## src/rtl/core/qe_pkg.sv

```systemverilog
// Shared types, constants and helper functions of the quaternion to
// roll/pitch/yaw converter. Used by every file in rtl/core.
package qe_pkg;

  localparam int QUAT_W        = 16;
  localparam int QFRAC         = QUAT_W - 2;
  localparam int ANG_W         = 16;
  localparam int AFRAC         = ANG_W - 3;
  localparam int ASHIFT        = 30 - AFRAC;
  localparam int CORDIC_STAGES = 16;
  localparam int ISQRT_STEPS   = QFRAC + 1;
  localparam int NORM_STEPS    = 7;
  localparam int NORM_EXP      = 40;
  localparam int LANE_W        = 48;
  localparam int Z_W           = 34;
  localparam int SUM_W         = 20;
  localparam int PROD_W        = 18;
  localparam int SQN_W         = 2 * QFRAC + 1;
  localparam int SQR_W         = 2 * QFRAC + 2;

  localparam logic signed [Z_W-1:0] PI_Q30      = 34'sd3373259426;
  localparam logic signed [Z_W-1:0] HALF_PI_Q30 = 34'sd1686629713;
  localparam logic signed [ANG_W-1:0] PI_LIM    = 16'sd25736;
  localparam logic signed [ANG_W-1:0] HALF_LIM  = 16'sd12868;

  // Truncated Q.30 arctangent table, atan(2^-i)
  localparam logic signed [Z_W-1:0] ATAN_TAB [30] = '{
    34'sh3243F6A8, 34'sh1DAC6705, 34'sh0FADBAFC, 34'sh07F56EA6, 34'sh03FEAB76,
    34'sh01FFD55B, 34'sh00FFFAAA, 34'sh007FFF55, 34'sh003FFFEA, 34'sh001FFFFD,
    34'sh000FFFFF, 34'sh0007FFFF, 34'sh0003FFFF, 34'sh0001FFFF, 34'sh0000FFFF,
    34'sh00007FFF, 34'sh00003FFF, 34'sh00001FFF, 34'sh00000FFF, 34'sh000007FF,
    34'sh000003FF, 34'sh000001FF, 34'sh000000FF, 34'sh0000007F, 34'sh0000003F,
    34'sh0000001F, 34'sh0000000F, 34'sh00000007, 34'sh00000003, 34'sh00000001
  };

  // One arctangent operand pair with its angle accumulator
  typedef struct packed {
    logic signed [LANE_W-1:0] x;
    logic signed [LANE_W-1:0] y;
    logic signed [Z_W-1:0]    z;
    logic                     zero;
    logic                     ok;
    logic [6:0]               m;
  } lane_t;

  // Everything one item carries down the cell chain
  typedef struct packed {
    lane_t            roll;
    lane_t            pitch;
    lane_t            yaw;
    logic             clamped;
    logic             clamp_pos;  // clamped with a positive pitch sine
    logic [SQN_W-1:0] sq_n;
    logic [SQR_W-1:0] sq_res;
  } item_t;

  // True while (x, y) scaled by 2^t stays inside the normalization window
  function automatic logic norm_fits(input logic signed [LANE_W-1:0] x,
                                     input logic signed [LANE_W-1:0] y,
                                     input logic [6:0] t);
    logic signed [LANE_W-1:0] lim;
    lim = '0;
    if (t > 7'(NORM_EXP)) begin
      return 1'b0;
    end
    lim = LANE_W'(1) <<< (7'(NORM_EXP) - t);
    return (x < lim) && (y < lim) && (y > -lim);
  endfunction

  // Shift amount of each search step; the last step applies the shift
  function automatic logic [6:0] norm_step(input logic [2:0] idx);
    logic [6:0] s;
    s = '0;
    if (idx < 3'd6) begin
      s = 7'd32 >> idx;
    end
    return s;
  endfunction

  // Zero test, left-half-plane fold and first window test
  function automatic lane_t lane_start(input lane_t l);
    lane_t r;
    r      = l;
    r.z    = '0;
    r.m    = '0;
    r.zero = (l.x == '0) && (l.y == '0);
    if (l.x < 0) begin
      if (l.y >= 0) begin
        r.x = l.y;
        r.y = -l.x;
        r.z = HALF_PI_Q30;
      end else begin
        r.x = -l.y;
        r.y = l.x;
        r.z = -HALF_PI_Q30;
      end
    end
    r.ok = norm_fits(r.x, r.y, 7'd0);
    return r;
  endfunction

endpackage

```

## src/rtl/core/qe_isqrt_cell.sv

```systemverilog
// One bit-pair step of the integer square root of 1 - s*s for the pitch lane.
// Depends on qe_pkg.
module qe_isqrt_cell (
  input  logic          clk_i,
  input  logic          rst_ni,
  input  logic          en_i,
  input  logic [3:0]    idx_i,
  input  logic          valid_i,
  input  qe_pkg::item_t item_i,
  output logic          valid_o,
  output qe_pkg::item_t item_o
);
  import qe_pkg::*;

  logic          valid_q;
  item_t         item_q, item_d;
  logic [SQR_W-1:0] bit_w, trial;

  // Restoring square-root step with bit = 4^(QFRAC - idx)
  always_comb begin
    item_d = item_i;
    bit_w  = SQR_W'(1) << (5'(2 * QFRAC) - {idx_i, 1'b0});
    trial  = item_i.sq_res + bit_w;
    if (SQR_W'(item_i.sq_n) >= trial) begin
      item_d.sq_n   = item_i.sq_n - trial[SQN_W-1:0];
      item_d.sq_res = (item_i.sq_res >> 1) + bit_w;
    end else begin
      item_d.sq_res = item_i.sq_res >> 1;
    end
  end

  always_ff @(posedge clk_i or negedge rst_ni) begin
    if (!rst_ni) begin
      valid_q <= 1'b0;
    end else if (en_i) begin
      valid_q <= valid_i;
    end
  end

  always_ff @(posedge clk_i) begin
    if (en_i) begin
      item_q <= item_d;
    end
  end

  assign valid_o = valid_q;
  assign item_o  = item_q;

endmodule

```

## config.mk

```make
export PLATFORM = sky130hd
export DESIGN_NAME = qe_isqrt_cell
export DESIGN_NICKNAME = d
export VERILOG_FILES = /design/src/rtl/core/qe_pkg.sv /design/src/rtl/core/qe_isqrt_cell.sv
export SDC_FILE = /design/constraint.sdc
export NUM_CORES = 1
export LEC_CHECK = 0
export CAP_MARGIN = 20
export CORE_AREA = 2 2 371 373
export DETAILED_ROUTE_END_ITERATION = 16
export DIE_AREA = 0 0 373 375
export DONT_BUFFER_PORTS = 1
export PLACE_DENSITY_LB_ADDON = 0.12
export SYNTH_ARGS = -nofsm -noshare
export SYNTH_HDL_FRONTEND = slang
export SYNTH_SLANG_ARGS = --single-unit
```

## constraint.sdc

```tcl
create_clock -name clk_i -period 1.4 [get_ports clk_i]
set_clock_uncertainty 0.1 [all_clocks]
set_input_delay 0.21 -clock clk_i [delete_from_list [all_inputs] [get_ports clk_i]]
set_output_delay 0.21 -clock clk_i [all_outputs]
set_load 0.01 [all_outputs]
```

==> results_dict.tcl <==
set metrics [dict create \
    nNetsFinal 2420 \
    cts_root_buffer "clkbuf_16" \
    cp_max_fo 22 \
    synth_area_leaders "edfxtp_1 (77%), ha_1 (3.2%), xnor2_1 (2.6%)" \
    rsz0062_at_grt "yes" \
    cts_hold_buf 484 \
    core_area_um2 136000 \
    violations "hold timing, setup timing" \
    final_cell_mix "dlygate4sd3_1 (484), edfxtp_1 (478), buf_4 (217)" \
    post-route-util 0.225 \
    start_util 0.136 \
    timing.final.ws_setup_ns -2.87 \
    placed_cell_area_um2 22500 \
    yosysUniqueCellTypes 72 \
    row_count 136 \
    hp-class "in -> reg" \
    cts_made_buffers 67 \
    cp.arrival_ns 4.54 \
    clk_latency_ns 0.63 \
    grt_first_pass_wirelength_mm 145 \
    layout_min_cycle_time_ns 4.27 \
    critical_path_required_ns 1.66 \
    antenna_found_initial 80 \
    gr-usage-all-layers 0.157 \
    grt_overflow 0 \
    synth-edff-count 478 \
    worst_slew_pin_slew_ns 0.980 \
    port_buffers 0 \
    wl_mm 115 \
    die_width_um 373 \
    layout_worst_path_cycle_share 3.05 \
    async_flop_share 0.00209 \
    dp_hpwl_mm 88.0 \
    clkSinkCount 479 \
    hold_slack_ns -0.400 \
    ant_nets 0 \
    clock_path_buffers 3 \
    power_density_nw_per_um2 1360 \
    grt_max_degree 480 \
    first_pass_iters 5 \
    synthesis.nets 1644 \
    pin_count 965 \
    layout-area-overhead-vs-synth_pct 65.3 \
    synth_top_area_share 0.772 \
    die-height_um 375 \
    cts_tree "done" \
    syn_avg_cell_area_um2 16.8 \
    grt_pass1_vias 14000 \
    vias 13600 \
    critPathKind "in -> reg" \
    gp_congestion 0.774 \
    ys_seq_area_frac 0.773 \
    wl_per_cell_um 30.5 \
    dp.cells 3095 \
    drive_above_1_share 0.241 \
    die-area_um2 140000 \
    ir_drop_mv 0.751 \
    max_slew_margin 0.347 \
    design_area_um2 30700 \
    htree_levels 3 \
    end_kind "flip-flop" \
    layout_commonest_cell "dlygate4sd3_1" \
    drt-initial-drc-count 737 \
    p_leak_nw 11.1 \
    syn_area_um2 18600 \
    maxSlewViolCount 0 \
    setup_tns_ns -179.69 \
    total_power_w 0.0418 \
    fill_cells 14400 \
    yosysWarningCount 0 \
    synth-seq-cells 479 \
    clkTransAtPathRegs_ns 0.06 \
    yosysTopAreaCell "edfxtp_1" \
    finalHoldViolCount 330 \
    setup_viol 306 \
    drc_errors 0 \
    final_cells 3762 \
    cap_violations 0 \
    viasPerCell 3.62 \
    synthCells 1110 \
    rrSetupSlack_ns 0.50 \
    fmax_mhz 234 \
    startpoint_type "input pin" \
    synth_ff_type "edfxtp_1" \
    status "complete, but fails checks" \
]
==> path summary, 6_finish.rpt <==
check | from | endpoint | cells after the start
setup / recovery | idx_i[0] | item_o[27] | 25
hold / removal | en_i | item_o[213] | 0
setup reg to reg | valid_o | valid_o | 1
hold reg to reg | valid_o | valid_o | 1
max in group asynchronous | rst_ni | valid_o | 2
min in group asynchronous | rst_ni | valid_o | 2
==> Yosys cell counts, drive strengths merged (3+ instances only) <==
library cell	n
a21oi	45
a21o	13
nand3b	3
nor3	9
and4b	4
and2	5
nand4	7
inv	26
o21bai	6
mux2	6
buf	20
o21a	7
nand3	14
a211oi	5
or2	4
o41ai	3
xor2	38
nor4	3
nor2b	4
nand4bb	3
nor3b	4
nor2	49
clkbuf	9
a211o	4
nand4b	5
maj3	5
o22ai	4
and3	6
edfxtp	478
a31o	3
ha	47
a41oi	3
o21ai	67
xnor2	56
nand2	83
nand2b	14
a31oi	11
==> stage by stage <==
step                hold slack [ns]  worst slack (ns)
floorplan                    -0.186             -3.37
global placement             -0.186             -3.67
detailed placement           -0.186             -3.78
CTS                          -0.454             -2.82
global route                 -0.469             -3.03
finish                       -0.400             -2.87
==> metal layers <==
layer | GRT usage | wire (um)
met3 | 0.0809 | 13500
met4 | 0.0459 | 3470
met1 | 0.178 | 43400
met5 | 0 | 247
met2 | 0.258 | 53900
==> critical path, stage by stage <==
cell      delay [ns]
nand2b_4        0.12
nor2_4          0.04
ha_4            0.16
ha_4            0.15
maj3_2          0.32
a22oi_2         0.24
o22ai_2         0.15
a22o_4          0.30
and3_1          0.19
o221ai_2        0.14
xnor2_1         0.09
ha_1            0.20
a21o_1          0.22
a31oi_4         0.20
o21ai_2         0.09
a211o_1         0.28
o221a_4         0.26
o41ai_4         0.22
o21ai_1         0.10
nand4b_1        0.13
buf_6           0.16
buf_12          0.15
buf_16          0.17
nand2b_4        0.14
xnor2_1         0.06
==> cell type report <==
| cell class | count | area (um^2) | share of cell area |
|---|---|---|---|
| clock inverters | 42 | 573 | 0.0186 |
| inverters | 26 | 97.6 | 0.00318 |
| multi-input cells | 576 | 4570 | 0.149 |
| diodes | 32 | 80.1 | 0.00261 |
| repair buffers | 736 | 7050 | 0.229 |
| clock buffers | 77 | 1740 | 0.0565 |
| well taps | 1794 | 2240 | 0.0730 |
| flip-flops and latches | 479 | 14400 | 0.468 |
==> timing repair <==
item | in CTS | in global routing
gates resized for setup | 88 | 58
pin swaps | 35 | 38
setup buffers | 22 | 8
hold endpoints to repair | 958 | 399
gates cloned | 6 | 3
endpoints found under the setup margin | 538 | 538
==> kinds of logic (layout without fill, tap and decap cells) <==
logic type / count (synthesis) / after routing / share of synthesized area
xor gates and xnor gates: 94 / 94 / 0.0443
AOI/OAI and AO/OA: 196 / 196 / 0.0664
other: 0 / 32 / 0
adders and majority gates: 53 / 53 / 0.0354
and+or+nand+nor: 225 / 225 / 0.0612
buffers and inverters: 55 / 881 / 0.0147
DFF: 479 / 479 / 0.773
muxes: 8 / 8 / 0.00471
==> sequential cells by signal (all words and copies together), names as in the netlist <==
name and cells:
item_o 478, valid_o 1
==> where the power goes <==
group	total, W	switching (W)	internal (W)
clock	0.0184	0.00719	0.0112
sequential	0.0190	0.00181	0.0172
combinational	0.00442	0.00197	0.00245
total	0.0418	0.0110	0.0308
Power figures use the tool's default switching activity.
