### config.mk
export PLATFORM = sky130hd
export DESIGN_NAME = qe_norm_cell
export DESIGN_NICKNAME = d
export VERILOG_FILES = /design/src/rtl/core/qe_pkg.sv /design/src/rtl/core/qe_norm_cell.sv
export SDC_FILE = /design/constraint.sdc
export NUM_CORES = 2
export LEC_CHECK = 0
export BUFFER_PORTS_ARGS = -buffer_cell sky130_fd_sc_hd__buf_2
export CAP_MARGIN = 20
export CORE_AREA = 2 2 379 381
export DETAILED_ROUTE_END_ITERATION = 7
export DIE_AREA = 0 0 381 383
export GPL_TIMING_DRIVEN = 0
export MAX_ROUTING_LAYER = met4
export SLEW_MARGIN = 20
export SYNTH_ARGS = -nofsm -noshare
export SYNTH_HDL_FRONTEND = slang
export SYNTH_SLANG_ARGS = --single-unit
### constraint.sdc
create_clock -name clk_i -period 1.2 [get_ports clk_i]
set_clock_uncertainty 0.15 [all_clocks]
set_input_delay 0.12 -clock clk_i [delete_from_list [all_inputs] [get_ports clk_i]]
set_output_delay 0.12 -clock clk_i [all_outputs]
set_load 0.02 [all_outputs]
### src/rtl/core/qe_pkg.sv
// Shared types, constants and helper functions of the quaternion to
// roll/pitch/yaw converter. Used by every file in rtl/core.
package qe_pkg;

  localparam int QUAT_W        = 16;
  localparam int QFRAC         = QUAT_W - 2;
  localparam int ANG_W         = 16;
  localparam int AFRAC         = ANG_W - 3;
  localparam int ASHIFT        = 30 - AFRAC;
  localparam int CORDIC_STAGES = 16;
  localparam int ISQRT_STEPS   = QFRAC + 1;
  localparam int NORM_STEPS    = 7;
  localparam int NORM_EXP      = 40;
  localparam int LANE_W        = 48;
  localparam int Z_W           = 34;
  localparam int SUM_W         = 20;
  localparam int PROD_W        = 18;
  localparam int SQN_W         = 2 * QFRAC + 1;
  localparam int SQR_W         = 2 * QFRAC + 2;

  localparam logic signed [Z_W-1:0] PI_Q30      = 34'sd3373259426;
  localparam logic signed [Z_W-1:0] HALF_PI_Q30 = 34'sd1686629713;
  localparam logic signed [ANG_W-1:0] PI_LIM    = 16'sd25736;
  localparam logic signed [ANG_W-1:0] HALF_LIM  = 16'sd12868;

  // Truncated Q.30 arctangent table, atan(2^-i)
  localparam logic signed [Z_W-1:0] ATAN_TAB [30] = '{
    34'sh3243F6A8, 34'sh1DAC6705, 34'sh0FADBAFC, 34'sh07F56EA6, 34'sh03FEAB76,
    34'sh01FFD55B, 34'sh00FFFAAA, 34'sh007FFF55, 34'sh003FFFEA, 34'sh001FFFFD,
    34'sh000FFFFF, 34'sh0007FFFF, 34'sh0003FFFF, 34'sh0001FFFF, 34'sh0000FFFF,
    34'sh00007FFF, 34'sh00003FFF, 34'sh00001FFF, 34'sh00000FFF, 34'sh000007FF,
    34'sh000003FF, 34'sh000001FF, 34'sh000000FF, 34'sh0000007F, 34'sh0000003F,
    34'sh0000001F, 34'sh0000000F, 34'sh00000007, 34'sh00000003, 34'sh00000001
  };

  // One arctangent operand pair with its angle accumulator
  typedef struct packed {
    logic signed [LANE_W-1:0] x;
    logic signed [LANE_W-1:0] y;
    logic signed [Z_W-1:0]    z;
    logic                     zero;
    logic                     ok;
    logic [6:0]               m;
  } lane_t;

  // Everything one item carries down the cell chain
  typedef struct packed {
    lane_t            roll;
    lane_t            pitch;
    lane_t            yaw;
    logic             clamped;
    logic             clamp_pos;  // clamped with a positive pitch sine
    logic [SQN_W-1:0] sq_n;
    logic [SQR_W-1:0] sq_res;
  } item_t;

  // True while (x, y) scaled by 2^t stays inside the normalization window
  function automatic logic norm_fits(input logic signed [LANE_W-1:0] x,
                                     input logic signed [LANE_W-1:0] y,
                                     input logic [6:0] t);
    logic signed [LANE_W-1:0] lim;
    lim = '0;
    if (t > 7'(NORM_EXP)) begin
      return 1'b0;
    end
    lim = LANE_W'(1) <<< (7'(NORM_EXP) - t);
    return (x < lim) && (y < lim) && (y > -lim);
  endfunction

  // Shift amount of each search step; the last step applies the shift
  function automatic logic [6:0] norm_step(input logic [2:0] idx);
    logic [6:0] s;
    s = '0;
    if (idx < 3'd6) begin
      s = 7'd32 >> idx;
    end
    return s;
  endfunction

  // Zero test, left-half-plane fold and first window test
  function automatic lane_t lane_start(input lane_t l);
    lane_t r;
    r      = l;
    r.z    = '0;
    r.m    = '0;
    r.zero = (l.x == '0) && (l.y == '0);
    if (l.x < 0) begin
      if (l.y >= 0) begin
        r.x = l.y;
        r.y = -l.x;
        r.z = HALF_PI_Q30;
      end else begin
        r.x = -l.y;
        r.y = l.x;
        r.z = -HALF_PI_Q30;
      end
    end
    r.ok = norm_fits(r.x, r.y, 7'd0);
    return r;
  endfunction

endpackage

### src/rtl/core/qe_norm_cell.sv
// One step of the binary search for the normalizing shift; the last step
// applies the shift. Depends on qe_pkg.
module qe_norm_cell (
  input  logic          clk_i,
  input  logic          rst_ni,
  input  logic          en_i,
  input  logic [2:0]    idx_i,
  input  logic          valid_i,
  input  qe_pkg::item_t item_i,
  output logic          valid_o,
  output qe_pkg::item_t item_o
);
  import qe_pkg::*;

  logic  valid_q;
  item_t item_q, item_d;

  function automatic lane_t lane_norm(input lane_t l, input logic [6:0] s);
    lane_t      r;
    logic [6:0] k;
    r = l;
    k = '0;
    if (s == '0) begin
      // shift count is one past the last scale that still fit
      k   = l.ok ? l.m + 7'd1 : 7'd0;
      r.x = l.x <<< k;
      r.y = l.y <<< k;
    end else if (l.ok && norm_fits(l.x, l.y, l.m + s)) begin
      r.m = l.m + s;
    end
    return r;
  endfunction

  always_comb begin
    item_d       = item_i;
    item_d.roll  = lane_norm(item_i.roll, norm_step(idx_i));
    item_d.pitch = lane_norm(item_i.pitch, norm_step(idx_i));
    item_d.yaw   = lane_norm(item_i.yaw, norm_step(idx_i));
  end

  always_ff @(posedge clk_i or negedge rst_ni) begin
    if (!rst_ni) begin
      valid_q <= 1'b0;
    end else if (en_i) begin
      valid_q <= valid_i;
    end
  end

  always_ff @(posedge clk_i) begin
    if (en_i) begin
      item_q <= item_d;
    end
  end

  assign valid_o = valid_q;
  assign item_o  = item_q;

endmodule

==> results.py <==
metrics = {
    "clock_tree": {
        "cts-root-buf": "clkbuf_16",
        "cts_buffers": 54,
        "clk_latency_ps": 670,
        "clock-sinks": 479,
        "htree_levels": 2,
        "clk_path_buf_depth": 3,
        "cts_tree": "yes",
        "path_clk_slew_ps": 70,
    },
    "cells_and_area": {
        "fillers": 12900,
        "fin_nets": 7947,
        "layout_common_cells": "buf_2 (966), nand2_1 (670), dlygate4sd3_1 (586), edfxtp_1 (478), ha_1 (437)",
        "regArea_sq_um": 14400,
        "layout_commonest_cell": "buf_2",
        "final_layout_size_suffix_gt1_frac": 0.386,
        "area_delta_synth_final_pct": 60.7,
        "fin_area_sq_um": 74800,
        "multi_input_area_sq_um": 38200,
    },
    "die": {
        "dieHeight_um": 383,
        "fp.dieW_um": 381,
        "start_util": 0.327,
        "num_rows": 139,
        "coreArea_sq_um": 142000,
        "io_pins": 964,
        "dieArea_sq_um": 146000,
    },
    "setup_path": {
        "worst-path-max-fanout": 10,
        "required_ps": 1520,
        "start_kind": "primary input",
        "slowest_stage": "nor4_4",
        "slowest_delay_ps": 410,
        "crit_top_cell": "buf_6",
        "path_class": "primary input to flip-flop",
        "worstPathArrival_ps": 6260,
        "critPathLaunch": "idx_i[0]",
        "r2r_start": "valid_o",
        "crit_path_end_kind": "flip-flop",
        "r2r_slack_ps": 260,
    },
    "synthesis": {
        "synth_xor_area_frac": 0.0125,
        "synth-seq-cells": 479,
        "synth_area_sq_um": 46500,
        "avgSynthCellArea_sq_um": 9.30,
        "synth_nets": 5943,
        "syn_inst": 5005,
        "synth_compound_area_frac": 0.161,
        "async_reset_ff_frac": 0.00209,
        "synth.area.mux_share": 0.204,
        "synth_top_family_by_area": "multiplexers",
        "synth-edff-count": 478,
        "ys.flop_type": "edfxtp_1",
        "synth_adder_area_share": 0.122,
        "synthSimpleGateAreaFrac": 0.160,
        "synth_cell_type_count": 102,
        "yosys_warnings": 0,
        "ys_seq_area_frac": 0.309,
    },
    "placed_design": {
        "place_congestion": 1.06,
        "hpwl_um": 245000,
        "dpl-instance-area_sq_um": 55600,
        "dp_slack_ps": -7770,
        "port_buffers": 962,
    },
    "sta": {
        "setup_violations": 896,
        "hold_viol": 74,
        "clock.fmax_mhz": 168,
        "post-route-min-period_ps": 5940,
        "tightest_slew_ps": 1060,
        "drv_slew": 0,
        "timing.final.crit_share": 4.95,
        "worst_slack_ps": -4740,
        "rsz0062_at_grt": "true",
        "holdWs_ps": -328,
        "slew_headroom": 0.292,
    },
    "global_routing": {
        "antenna_found_initial": 46,
        "grt_max_degree": 105,
        "grt_usage": 0.434,
        "grt.overflow.total": 0,
        "grt_pass1_wl_um": 433000,
        "grt_pass1_vias": 53700,
    },
    "job": {
        "maxCapViolCount": 0,
    },
    "routing": {
        "wl_per_cell_um": 35.9,
        "routed_wl_um": 323000,
        "met1_length_um": 123000,
        "wl_met3_um": 34000,
        "top_layer_used": "met4",
        "initialDrtViolationCount": 6683,
        "drc": 19,
        "dr_total_vias": 55700,
        "vias_per_cell": 6.20,
        "first_pass_iters": 8,
        "wl_met2_um": 141000,
        "final_antenna_net_count": 0,
    },
    "min_path": {
        "hold_start": "en_i",
        "hp-class": "primary input to flip-flop",
    },
    "power": {
        "leakagePower_nw": 30.3,
        "finalPower_mw": 78.2,
        "power.density_nw_per_um2": 1050,
        "ir_drop_mv": 1.35,
    },
    "status": {
        "status": "complete, but fails checks",
        "violations": "design-rule violations, negative hold slack, negative setup slack",
    },
}
==> synth_stat cells (all sizes together) (11+ instances only) <==
cell type	instances	area share
a2111oi	16	0.0035
a211o	20	0.0038
a211oi	77	0.013
a21o	100	0.016
a21oi	311	0.034
a221oi	15	0.0028
a22o	88	0.017
a31oi	79	0.011
a32o	11	0.0024
and2	26	0.0035
and3	63	0.0085
and4	15	0.0028
buf	108	0.010
clkbuf	209	0.017
edfxtp	478	0.31
ha	450	0.12
inv	52	0.0042
mux2	19	0.0046
mux2i	846	0.18
mux4	36	0.017
nand2	715	0.058
nand2b	32	0.0043
nand3	235	0.026
nand4	81	0.011
nor2	204	0.016
nor2b	37	0.0050
nor3	88	0.010
nor4	28	0.0052
o211ai	30	0.0049
o21a	23	0.0037
o21ai	299	0.032
o31ai	16	0.0030
or3	15	0.0020
or4	11	0.0018
xnor2	39	0.0077
xor2	23	0.0043
==> final cells by class <==
type                       count  area share
inverter                      52     0.00271
tap                         1903      0.0318
multi-input combinational   4157       0.510
clock inverter                31     0.00423
clock buffer                  70      0.0191
sequential                   479       0.192
buffer                       311      0.0394
timing repair buffer        1954       0.199
antenna                       33     0.00110
==> metal layers <==
| layer | track usage | up-vias |
|---|---|---|
| li1 | - | 23300 |
| met1 | 0.520 | 27400 |
| met2 | 0.663 | 3969 |
| met3 | 0.105 | 1045 |
| met4 | 0.257 | 0 |
| met5 | - | - |
==> state kept, by name, indices dropped and copies added (netlist names) <==
register / count
valid_o: 1
item_o: 478
==> worst max-delay path: cells and delay by family <==
| kind | cells | cell delay (ps) |
|---|---|---|
| and+or+nand+nor | 10 | 2030 |
| buffers and inverters | 13 | 1840 |
| AOI/OAI and AO/OA | 6 | 1320 |
| adders and majority gates | 3 | 650 |
| muxes | 1 | 310 |
==> report_power, final <==
part           total (mW)  internal [mW]  switching [mW]  leakage (nW)
logic                40.1           15.4            24.7          24.8
clock network        17.3           9.19            8.06         0.839
registers            20.8           20.3           0.537          4.68
==> through the flow <==
stage | TNS, ps | utilization | std cells
floorplan | -314770 | - | 5005
global placement | -4362930 | 0.389 | 7870
detailed placement | -980080 | 0.391 | 7879
CTS | -532360 | 0.490 | 8774
global route | -563190 | 0.526 | 8982
finish | -542500 | 0.526 | 8990
==> final timing paths <==
path,depth (start not counted),to
min reg2reg,1,valid_o
min in group asynchronous,3,valid_o
max,33,item_o[64]
max reg2reg,1,valid_o
min,1,item_o[362]
max in group asynchronous,3,valid_o
==> repair_timing <==
| action | CTS | global route |
|---|---|---|
| buffers inserted | 210 | 184 |
| setup endpoints to repair | 893 | 947 |
| hold buffers | 586 | 1 |
| resized for setup | 999 | 701 |
| cloned | 1 | 5 |
| pin swaps | 140 | 130 |
| hold endpoints to repair | 614 | 37 |
==> cells by family after synthesis <==
group / after synthesis
fa+ha+maj: 453
buf+inv: 369
compound gates: 1159
xor+xnor: 63
flops: 479
mux: 901
simple gates: 1581
Power figures use the tool's default switching activity.
