--- config.mk ---
export PLATFORM = sky130hd
export DESIGN_NAME = qe_prerot_cell
export DESIGN_NICKNAME = d
export VERILOG_FILES = /design/src/rtl/core/qe_pkg.sv /design/src/rtl/core/qe_prerot_cell.sv
export SDC_FILE = /design/constraint.sdc
export NUM_CORES = 1
export LEC_CHECK = 0
export BUFFER_PORTS_ARGS = -buffer_cell sky130_fd_sc_hd__buf_2
export CORE_AREA = 2 2 372 374
export CTS_CLUSTER_SIZE = 20
export DETAILED_ROUTE_END_ITERATION = 7
export DIE_AREA = 0 0 374 376
export PLACE_DENSITY = 0.37
export SYNTH_ARGS = -nofsm -noshare
export SYNTH_HDL_FRONTEND = slang
export SYNTH_SLANG_ARGS = --single-unit
--- constraint.sdc ---
create_clock -name clk_i -period 1.4 [get_ports clk_i]
set_input_delay 0.28 -clock clk_i [delete_from_list [all_inputs] [get_ports clk_i]]
set_output_delay 0.28 -clock clk_i [all_outputs]
set_load 0.02 [all_outputs]
--- src/rtl/core/qe_pkg.sv ---
// Shared types, constants and helper functions of the quaternion to
// roll/pitch/yaw converter. Used by every file in rtl/core.
package qe_pkg;

  localparam int QUAT_W        = 16;
  localparam int QFRAC         = QUAT_W - 2;
  localparam int ANG_W         = 16;
  localparam int AFRAC         = ANG_W - 3;
  localparam int ASHIFT        = 30 - AFRAC;
  localparam int CORDIC_STAGES = 16;
  localparam int ISQRT_STEPS   = QFRAC + 1;
  localparam int NORM_STEPS    = 7;
  localparam int NORM_EXP      = 40;
  localparam int LANE_W        = 48;
  localparam int Z_W           = 34;
  localparam int SUM_W         = 20;
  localparam int PROD_W        = 18;
  localparam int SQN_W         = 2 * QFRAC + 1;
  localparam int SQR_W         = 2 * QFRAC + 2;

  localparam logic signed [Z_W-1:0] PI_Q30      = 34'sd3373259426;
  localparam logic signed [Z_W-1:0] HALF_PI_Q30 = 34'sd1686629713;
  localparam logic signed [ANG_W-1:0] PI_LIM    = 16'sd25736;
  localparam logic signed [ANG_W-1:0] HALF_LIM  = 16'sd12868;

  // Truncated Q.30 arctangent table, atan(2^-i)
  localparam logic signed [Z_W-1:0] ATAN_TAB [30] = '{
    34'sh3243F6A8, 34'sh1DAC6705, 34'sh0FADBAFC, 34'sh07F56EA6, 34'sh03FEAB76,
    34'sh01FFD55B, 34'sh00FFFAAA, 34'sh007FFF55, 34'sh003FFFEA, 34'sh001FFFFD,
    34'sh000FFFFF, 34'sh0007FFFF, 34'sh0003FFFF, 34'sh0001FFFF, 34'sh0000FFFF,
    34'sh00007FFF, 34'sh00003FFF, 34'sh00001FFF, 34'sh00000FFF, 34'sh000007FF,
    34'sh000003FF, 34'sh000001FF, 34'sh000000FF, 34'sh0000007F, 34'sh0000003F,
    34'sh0000001F, 34'sh0000000F, 34'sh00000007, 34'sh00000003, 34'sh00000001
  };

  // One arctangent operand pair with its angle accumulator
  typedef struct packed {
    logic signed [LANE_W-1:0] x;
    logic signed [LANE_W-1:0] y;
    logic signed [Z_W-1:0]    z;
    logic                     zero;
    logic                     ok;
    logic [6:0]               m;
  } lane_t;

  // Everything one item carries down the cell chain
  typedef struct packed {
    lane_t            roll;
    lane_t            pitch;
    lane_t            yaw;
    logic             clamped;
    logic             clamp_pos;  // clamped with a positive pitch sine
    logic [SQN_W-1:0] sq_n;
    logic [SQR_W-1:0] sq_res;
  } item_t;

  // True while (x, y) scaled by 2^t stays inside the normalization window
  function automatic logic norm_fits(input logic signed [LANE_W-1:0] x,
                                     input logic signed [LANE_W-1:0] y,
                                     input logic [6:0] t);
    logic signed [LANE_W-1:0] lim;
    lim = '0;
    if (t > 7'(NORM_EXP)) begin
      return 1'b0;
    end
    lim = LANE_W'(1) <<< (7'(NORM_EXP) - t);
    return (x < lim) && (y < lim) && (y > -lim);
  endfunction

  // Shift amount of each search step; the last step applies the shift
  function automatic logic [6:0] norm_step(input logic [2:0] idx);
    logic [6:0] s;
    s = '0;
    if (idx < 3'd6) begin
      s = 7'd32 >> idx;
    end
    return s;
  endfunction

  // Zero test, left-half-plane fold and first window test
  function automatic lane_t lane_start(input lane_t l);
    lane_t r;
    r      = l;
    r.z    = '0;
    r.m    = '0;
    r.zero = (l.x == '0) && (l.y == '0);
    if (l.x < 0) begin
      if (l.y >= 0) begin
        r.x = l.y;
        r.y = -l.x;
        r.z = HALF_PI_Q30;
      end else begin
        r.x = -l.y;
        r.y = l.x;
        r.z = -HALF_PI_Q30;
      end
    end
    r.ok = norm_fits(r.x, r.y, 7'd0);
    return r;
  endfunction

endpackage

--- src/rtl/core/qe_prerot_cell.sv ---
// Folds each arctangent operand pair into the right half plane and loads
// the pitch cosine from the square root. Depends on qe_pkg.
module qe_prerot_cell (
  input  logic          clk_i,
  input  logic          rst_ni,
  input  logic          en_i,
  input  logic          valid_i,
  input  qe_pkg::item_t item_i,
  output logic          valid_o,
  output qe_pkg::item_t item_o
);
  import qe_pkg::*;

  logic  valid_q;
  item_t item_q, item_d;
  lane_t pitch_in;

  always_comb begin
    pitch_in   = item_i.pitch;
    pitch_in.x = LANE_W'(item_i.sq_res);
    item_d       = item_i;
    item_d.roll  = lane_start(item_i.roll);
    item_d.pitch = lane_start(pitch_in);
    item_d.yaw   = lane_start(item_i.yaw);
  end

  always_ff @(posedge clk_i or negedge rst_ni) begin
    if (!rst_ni) begin
      valid_q <= 1'b0;
    end else if (en_i) begin
      valid_q <= valid_i;
    end
  end

  always_ff @(posedge clk_i) begin
    if (en_i) begin
      item_q <= item_d;
    end
  end

  assign valid_o = valid_q;
  assign item_o  = item_q;

endmodule

==> flow_metrics.tcl, run 1 <==
set metrics [dict create \
    post_synth.cell_area_avg_um2 10.6 \
    critical_path_arrival_ps 3230 \
    grt_pass1_vias 19000 \
    start_util 0.130 \
    critical_path_required_ps 1890 \
    route.antenna.remaining_nets 0 \
    seqPwrFrac 0.366 \
    p_int_mw 21.9 \
    synthToLayoutAreaGrowth_pct 92.9 \
    netSwitchingFraction 0.324 \
    yosysWarnings 0 \
    cts_inserted_buffers 44 \
    clock-skew-final_ps 0 \
    slew-limit-headroom 0.654 \
    top_level_ports 961 \
    timing_worst_slew_pin_value_ps 515 \
    avgRoutedWirePerCell_um 20.9 \
    crit_start "item_i[416]" \
    crit_chain "buf_6 > or4_4 > or4_4 > buf_6 > or4_4 > nor4_4 > nor3_2 > nand3b_1 > nor4b_4 > o22ai_2 > a31oi_1" \
    finish.cell_count_without_fillers 4958 \
    drive_above_1_share 0.594 \
    slew_viol_final 0 \
    critical-path-max-stage-delay_ps 570 \
    final.hold.worst_slack_ps 103 \
    globalplace.congestion 0.845 \
    critical_path.top_delay_family "simple AND/OR/NAND/NOR gates" \
    ys_dominant_reg_cell "edfxtp_1" \
    pin_count_of_the_biggest_net_entering_global_routing 75 \
    whs_path_cells 2 \
    drt_iter0_drc 1008 \
    clock_network_fraction_of_total_power 0.369 \
    critPathLaunchType "input pin" \
    io_buffers 710 \
    ctsHtreeMaxLevel 2 \
    dp.final_hpwl_mm 83.9 \
    cts.reportedPaths.clkPinSlew_ps 60 \
    initial_antenna_violation_count 43 \
    post-route-period-util 1.96 \
    ctsLongestPathBuffers 3 \
    clkLatencyLatePin_ps 590 \
    status "finished, violations left" \
    launch_instance_of_the_worst_register_to_register_path "valid_o$_DFFE_PN0P_" \
    count_of_mapped_cells_out_of_synthesis 1687 \
    die_x_um 374 \
    worstSetupEndpointType "flop" \
    clock_tree.root_cell "clkbuf_16" \
    synthesis.area_um2 17800 \
    fillerInstances 14700 \
    post-synth-top-area-fraction 0.528 \
    path_max_fanout 5 \
    worstSetupPathType "input pin to flop" \
    crit_path_frequent_cell "or4_4" \
    worst_setup_margin_ps -1350 \
    synth_area_leaders "edfxtp_1 (53%), buf_4 (7.0%), a21oi_1 (4.8%)" \
    first_pass_grt_wire_length_mm 141 \
    ys_types 80 \
    placement.setup.worst_slack_ps -2180 \
    cts_tree "done" \
    violations "negative setup slack" \
    critical_path_depth 11 \
    grt_overflow 0 \
    finalHoldViolations 0 \
    detail_route.vias_per_cell 3.86 \
    final_cell_area_um2 34400 \
    post_synth_most_frequent_cells "edfxtp_1 (313), nor2_1 (221), a21oi_1 (171)" \
    drt_drc_violations_left 0 \
    synth.most_common_cell "edfxtp_1" \
    tritoncts_num_sinks 314 \
    cpMaxStageDelayCell "or4_4" \
    synth_edf_count 313 \
    grt_overall_usage 0.140 \
    yosysTopAreaCell "edfxtp_1" \
    synth-seq-area-share 0.529 \
    final_nets 3606 \
    placeableCoreArea_um2 137000 \
    drt_pre_antenna_iters 5 \
    post-place-cells 4661 \
    critical_path_buffer_and_inverter_count 2 \
    setup_violations 533 \
    design.die.area_um2 141000 \
    total_power_mw 32.4 \
    hold_path_startpoint "item_i[477]" \
    reg2regPathDepth 1 \
    cell_area_placed_um2 28500 \
    chipHeight_um 376 \
    p_comb_frac 0.265 \
    vdd_drop_max_mv 0.824 \
    synth.ff_latch_count 314 \
    synth_async_reset_ratio 0.00318 \
    rows 136 \
    hold_path_class "input pin to flop" \
    pwr_density_cell_nw_per_um2 942 \
    power.net_switching_mw 10.5 \
    timing.max_cap.violations 0 \
    via_count 19200 \
    leakagePower_nw 14.4 \
    final_period_minus_worst_setup_slack_ps 2750 \
    max_frequency_ghz 0.364 \
    grt_setup_unrepaired "yes" \
    postRouteWirelength_mm 103 \
]
placed cells by master (no fill, tap or decap), drive strengths merged, types with 13 or more instances in the layout:
cell type / netlist / layout
buf: 190 / 1451
edfxtp: 313 / 313
nor2: 221 / 221
a21oi: 171 / 171
dlygate4sd3: 0 / 113
xor2: 88 / 88
conb: 1 / 73
xnor2: 66 / 66
nor4: 64 / 64
nand2: 59 / 59
clkbuf: 59 / 46
o21ai: 43 / 43
nor3: 41 / 41
inv: 34 / 38
a31oi: 35 / 35
or4: 31 / 31
or3: 30 / 30
nand3: 27 / 27
o31ai: 25 / 25
o41ai: 23 / 23
clkinv: 0 / 21
nand4: 16 / 16
a41oi: 13 / 13
logic make-up after synthesis:
| logic type | Yosys count | share of synthesized area |
|---|---|---|
| buffers and inverters | 283 | 0.0959 |
| XOR/XNOR | 154 | 0.0757 |
| multiplexers | 8 | 0.00464 |
| AND/OR/NAND/NOR | 552 | 0.161 |
| adder cells (fa/ha/maj) | 4 | 0.00281 |
| other | 1 | 0.000211 |
| AO/OA/AOI/OAI | 371 | 0.131 |
| flip-flops | 314 | 0.529 |
sequential cells by signal, summed over array words and instances, names as in the netlist:
register,flops
item_o,313
valid_o,1
power groups by stage:
stage	Combinational [mW]	Sequential, mW	Clock (mW)
global placement	7.70	12.1	0
CTS	8.44	11.9	12.4
global route	9.13	11.9	12.8
detailed placement	7.65	12.1	0
finish	8.58	11.8	12.0
floorplan	2.60	13.0	0
per-stage QoR:
step           utilization  TNS [ps]
6_report             0.251   -114960
5_1_grt              0.251   -145040
4_1_cts              0.244   -128880
3_5_place_dp         0.209   -193400
3_3_place_gp         0.209   -193340
2_1_floorplan            -   -108280
worst paths after layout:
| check | slack (ps) | to |
|---|---|---|
| max in group asynchronous | 770 | valid_o$_DFFE_PN0P_ |
| hold / removal | 100 | item_o[432]$_DFFE_PP_ |
| setup / recovery | -1350 | item_o[346]$_DFFE_PP_ |
| hold reg to reg | 500 | valid_o$_DFFE_PN0P_ |
| min in group asynchronous | 530 | valid_o$_DFFE_PN0P_ |
| setup reg to reg | 660 | valid_o$_DFFE_PN0P_ |
cell type report:
type                            count  area, um2  share of cell area
Antenna cell                        9       22.5            0.000655
Multi-Input combinational cell   1162       9560               0.278
Inverter                           34        198             0.00575
Clock inverter                     35        402              0.0117
Clock buffer                       46       1110              0.0323
Tap cell                         1794       2240              0.0653
Timing Repair Buffer             1564      11400               0.332
Sequential cell                   314       9420               0.274
per-layer routing:
metal | wire, um | global-route usage | vias to the layer above
met1 | 46200 | 0.185 | 9273
met5 | 229 | 0 | -
met3 | 6930 | 0.0359 | 151
met2 | 47400 | 0.224 | 701
met4 | 2710 | 0.0411 | 38
li1 | - | - | 8987
timing repair:
item                                   in CTS  in global routing
pin swaps                                 165                143
resized for setup                         352                151
endpoints found under the hold margin     112                  0
buffers inserted                           91                 52
setup endpoints to repair                 553                562
hold buffers                              113                  0
Note: power is estimated with default switching activity, not from simulation.
==> run 2, diff against run 1 <==
CORE_AREA = 2 2 371 373   (was 2 2 372 374)
DIE_AREA = 0 0 373 375   (was 0 0 374 376)
PLACE_DENSITY = 0.38   (was 0.37)
SETUP_SLACK_MARGIN = 0.05   (was not set)
==> run 2 against run 1 <==
- the flow still finishes with violations (negative setup slack)
- worst hold slack got worse by 14 ps
- final area grew 5.0%
- utilization up 1.3 points
- cell count down 1.3%
- register-to-register slack barely moved
- fmax up 2.4%
- clock power fell by 6%
- sequential share of layout area is 1.3 points lower
- global-route usage decreased by 0.13 points
- power rose by 1.2%
- clock-buffer cell count grew 2
- critical path type unchanged
- largest power group is now sequential cells
- highest routed layer unchanged
==> flow_metrics.tcl, run 2 (synthesis gave the netlist of run 1 again) <==
set metrics [dict create \
    netSwitchingFraction 0.318 \
    total_power_mw 32.8 \
    globalplace.congestion 0.883 \
    grt_overall_usage 0.139 \
    clkLatencyLatePin_ps 590 \
    post-route-period-util 1.92 \
    drt_drc_violations_left 0 \
    ctsHtreeMaxLevel 2 \
    largest_reg_flops 313 \
    dp.final_hpwl_mm 83.6 \
    layout_common_cells "buf_4 (535), buf_6 (425), buf_2 (373)" \
    vdd_drop_max_mv 0.846 \
    worstSetupPathType "input pin to flop" \
    critPathLaunchType "input pin" \
    clock_network_fraction_of_total_power 0.344 \
    initial_antenna_violation_count 49 \
    avgRoutedWirePerCell_um 21.1 \
    violations "negative setup slack" \
    final.setup.tns_ps -110160 \
    hold_path_class "input pin to flop" \
    drt_pre_antenna_iters 5 \
    placeableCoreArea_um2 136000 \
    timing_worst_slew_pin_value_ps 643 \
    layout.core_utilization 0.265 \
    worst_setup_margin_ps -1280 \
    grt_overflow 0 \
    seq_area_um2 9420 \
    power.net_switching_mw 10.4 \
    synthToLayoutAreaGrowth_pct 103 \
    slew-limit-headroom 0.571 \
    drive_above_1_share 0.599 \
    tritoncts_num_sinks 314 \
    max_frequency_ghz 0.373 \
    clock-skew-final_ps 0 \
    cts_inserted_buffers 43 \
    timing.max_cap.violations 0 \
    critical_path_arrival_ps 3040 \
    seqPwrFrac 0.366 \
    worstSetupEndpointType "flop" \
    first_pass_grt_wire_length_mm 140 \
    design.die.area_um2 140000 \
    detail_route.vias_per_cell 3.88 \
    slew_viol_final 0 \
    fillerInstances 14500 \
    final_period_minus_worst_setup_slack_ps 2680 \
    pwr_density_cell_nw_per_um2 908 \
    cts_tree "done" \
    multi_input_area_um2 9950 \
    top_level_ports 961 \
    start_util 0.131 \
    io_buffers 710 \
    route.antenna.remaining_nets 0 \
    grt_setup_unrepaired "yes" \
    via_count 19000 \
    p_int_mw 22.3 \
    critical_path_required_ps 1760 \
    ctsLongestPathBuffers 3 \
    p_comb_frac 0.290 \
    pin_count_of_the_biggest_net_entering_global_routing 63 \
    rows 136 \
    final.hold.worst_slack_ps 89.9 \
    path_max_fanout 4 \
    cts.reportedPaths.clkPinSlew_ps 60 \
    status "finished, violations left" \
    grt_pass1_vias 18700 \
    chipHeight_um 375 \
    finalHoldViolations 0 \
    setup_violations 517 \
    postRouteWirelength_mm 103 \
    clock_tree.root_cell "clkbuf_16" \
    die_x_um 373 \
    drt_iter0_drc 975 \
    final_common_cell "buf_4" \
    leakagePower_nw 14.8 \
    final_nets 3547 \
]
## run 2: cell types whose count changed in the layout (fill, tap and decap cells not counted), sizes merged, moves of 2 or more
cell,previous run,this run
buf,1451,1390
clkbuf,46,49
clkinv,21,18
clkinvlp,4,2
diode,9,7
dlygate4sd3,113,115
inv,38,36
## run 2: final cells by class
class	instances	share of cell area
clock buffers	48	0.0303
repair buffers	1506	0.356
diodes	7	0.000486
clock inverters	27	0.00832
multi-input cells	1162	0.276
inverters	34	0.00548
flip-flops and latches	314	0.261
well taps	1794	0.0622
## run 2: stage by stage
stage | instance area (um2) | std cells | worst slack, ps
after global placement | 28100 | 4608 | -2280
after CTS | 32900 | 4854 | -1230
after floorplan | 19700 | 1759 | -1590
final | 36100 | 4892 | -1280
after global routing | 36100 | 4888 | -1360
after detailed placement | 28100 | 4608 | -2260
## run 2: path summary, 6_finish.rpt
check / from / end / slack (ps) / depth (start not counted)
worst max-delay path: item_i[454] / item_o[346]$_DFFE_PP_ / -1280 / 14
worst min-delay path: item_i[152] / item_o[152]$_DFFE_PP_ / 90 / 3
worst max register to register: valid_o$_DFFE_PN0P_ / valid_o$_DFFE_PN0P_ / 650 / 1
worst min register to register: valid_o$_DFFE_PN0P_ / valid_o$_DFFE_PN0P_ / 530 / 1
max in group asynchronous: rst_ni / valid_o$_DFFE_PN0P_ / 780 / 3
min in group asynchronous: rst_ni / valid_o$_DFFE_PN0P_ / 520 / 3
## run 2: power by group through the flow
stage               Clock (mW)  Sequential (mW)  Combinational [mW]
floorplan                    0             13.0                2.60
global placement             0             12.0                7.63
detailed placement           0             12.0                7.58
CTS                       11.8             11.8                8.41
global route              12.1             12.1                10.1
finish                    11.3             12.0                9.51
## run 2: routing by layer
metal  wire, um  vias up  GRT usage
li1           -     8855          -
met1      44300     9196      0.178
met2      46100      752      0.218
met3       9300      160     0.0466
met4       3310       34     0.0416
met5        212        -          0
## run 2: critical path, stage by stage
cell and delay (ps):
buf_6 90, or4_4 540, buf_8 160, nor4_4 120, buf_4 170, buf_6 110
nand2_8 60, buf_4 140, o31ai_4 170, xor2_1 190, a21oi_2 90, or4_4 550
nor4_4 250, a31oi_1 110
## run 2: timing repair
action,4_1_cts,5_1_grt
hold buffers,115,0
endpoints found under the hold margin,114,0
setup buffers,82,59
gates resized for setup,358,887
endpoints found under the setup margin,558,565
cloned,1,0
pin swaps,185,201
==> run 3, diff against run 2 <==
CTS_BUF_LIST = sky130_fd_sc_hd__clkbuf_4   (was not set)
==> run 3 against run 2 <==
- the run still ends with negative setup slack left
- critical endpoint is now item_o[68]$_DFFE_PP_
- final area grew 7.1%
- non-clock buffer count rose by 337
- combinational power is 6% higher
- critical path depth fell by 3
- register-to-register slack got worse by 120 ps
- clock skew did not move
- sequential share of layout area decreased by 1.7 points
- clock power shrank 5%
==> flow_metrics.tcl, run 3 (synthesis gave the netlist of run 1 again) <==
set metrics [dict create \
    via_count 20900 \
    postRouteWirelength_mm 109 \
    finalHoldViolations 0 \
    max_frequency_ghz 0.423 \
    detail_route.vias_per_cell 3.91 \
    final_nets 3940 \
    grt_setup_unrepaired "yes" \
    rrSetupSlack_ps 530 \
    post-route-period-util 1.69 \
    hold_path_startpoint "item_i[146]" \
    dp.final_hpwl_mm 83.6 \
    violations "negative setup slack" \
    layout_common_cells "buf_4 (569), dlygate4sd3_1 (464), buf_6 (385)" \
    setup_violations 522 \
    start_util 0.131 \
    clock-skew-final_ps 0 \
    worstSetupPathType "input pin to flop" \
    power.net_switching_mw 10.9 \
    first_pass_grt_wire_length_mm 150 \
    timing.max_cap.violations 0 \
    synthToLayoutAreaGrowth_pct 117 \
    final_period_minus_worst_setup_slack_ps 2370 \
    cts_inserted_buffers 98 \
    placeableCoreArea_um2 136000 \
    layout.core_utilization 0.283 \
    avgRoutedWirePerCell_um 20.3 \
    path_max_fanout 4 \
    ctsLongestPathBuffers 3 \
    launch_instance_of_the_worst_register_to_register_path "valid_o$_DFFE_PN0P_" \
    globalplace.congestion 0.883 \
    post-place-cells 4608 \
    die_x_um 373 \
    tritoncts_num_sinks 314 \
    vdd_drop_max_mv 0.495 \
    worst_setup_margin_ps -966 \
    pin_count_of_the_biggest_net_entering_global_routing 63 \
    io_buffers 710 \
    final_cell_area_um2 38600 \
    chipHeight_um 375 \
    p_int_mw 21.9 \
    drt_pre_antenna_iters 5 \
    rows 136 \
    cts.reportedPaths.clkPinSlew_ps 80 \
    timing_worst_slew_pin_value_ps 663 \
    leakagePower_nw 16.1 \
    netSwitchingFraction 0.332 \
    route.antenna.remaining_nets 0 \
    largest_reg_flops 313 \
    grt_overall_usage 0.148 \
    pwr_density_cell_nw_per_um2 848 \
    drt_drc_violations_left 0 \
    cts_tree "done" \
    initial_antenna_violation_count 55 \
    hold_path_class "input pin to flop" \
    ctsHtreeMaxLevel 3 \
    top_level_ports 961 \
    crit_start "item_i[125]" \
    status "finished, violations left" \
    grt_overflow 0 \
    grt_pass1_vias 20900 \
    critical_path_required_ps 2100 \
    clock_tree.root_cell "clkbuf_4" \
    p_comb_frac 0.309 \
    slew_viol_final 0 \
    seqPwrFrac 0.366 \
    worstSetupEndpointType "flop" \
    clock_network_fraction_of_total_power 0.326 \
    final_common_cell "buf_4" \
    finish.cell_count_without_fillers 5344 \
    drt_iter0_drc 1053 \
    clkLatencyLatePin_ps 960 \
    cell_area_placed_um2 28100 \
    design.die.area_um2 140000 \
    critPathLaunchType "input pin" \
    drive_above_1_share 0.530 \
    critical_path_arrival_ps 3070 \
    slew-limit-headroom 0.558 \
]
run 3: cell count changes in the layout (fill, tap and decap cells not counted), sizes merged:
cell / change
and4: +1
buf: -20
bufinv: +1
clkbuf: +83
clkinv: +20
clkinvlp: -2
diode: +10
dlygate4sd3: +349
dlymetal6s2s: +1
dlymetal6s4s: +7
inv: +2
run 3: path summary, 6_finish.rpt:
path                       depth (start not counted)               endpoint
max reg2reg                                        2    valid_o$_DFFE_PN0P_
max in group asynchronous                          4    valid_o$_DFFE_PN0P_
min                                                4  item_o[195]$_DFFE_PP_
min in group asynchronous                          4    valid_o$_DFFE_PN0P_
max                                               11   item_o[68]$_DFFE_PP_
min reg2reg                                        2    valid_o$_DFFE_PN0P_
run 3: critical path, stage by stage:
cell,delay (ps)
buf_2,140
buf_4,140
buf_4,160
dlygate4sd3_1,640
a22oi_2,220
nand3_1,160
or4_4,570
nor4b_4,260
and4_4,280
a31o_4,160
a21oi_2,50
run 3: layout make-up:
type,instances,area (um2)
Fill cell,14400,97700
Sequential cell,314,9420
Clock inverter,48,417
Clock buffer,131,983
Inverter,34,198
Multi-Input combinational cell,1163,9430
Timing Repair Buffer,1843,15900
Antenna cell,17,42.5
Tap cell,1794,2240
run 3: power groups by stage:
stage	clock network, mW	registers, mW	logic (mW)
2_1_floorplan	0	13.0	2.60
3_3_place_gp	0	12.0	7.63
3_5_place_dp	0	12.0	7.58
4_1_cts	11.3	12.0	9.66
5_1_grt	11.7	12.1	10.7
6_report	10.7	12.0	10.1
run 3: per-layer routing:
metal	track usage	up-vias	share of wire
li1	-	9733	-
met1	0.187	10000	0.43
met2	0.228	843	0.44
met3	0.0504	220	0.089
met4	0.0644	32	0.040
met5	0	-	0.0017
run 3: timing repair:
item / CTS / global route
setup buffers: 33 / 65
hold buffers: 474 / 7
endpoints found under the hold margin: 628 / 15
gates cloned: 0 / 1
pin swaps: 92 / 172
endpoints found under the setup margin: 486 / 548
gates resized for setup: 592 / 381
run 3: stage by stage:
step           setup TNS (ps)  hold slack (ps)  worst slack (ps)  power (mW)
6_report              -218310             30.9              -966        32.8
5_1_grt               -277580            -68.9              -884        34.5
4_1_cts               -297850             -592              -847        32.9
3_5_place_dp          -194510             55.6             -2260        19.6
3_3_place_gp          -193760             54.7             -2280        19.6
2_1_floorplan         -108470            -15.6             -1590        15.6
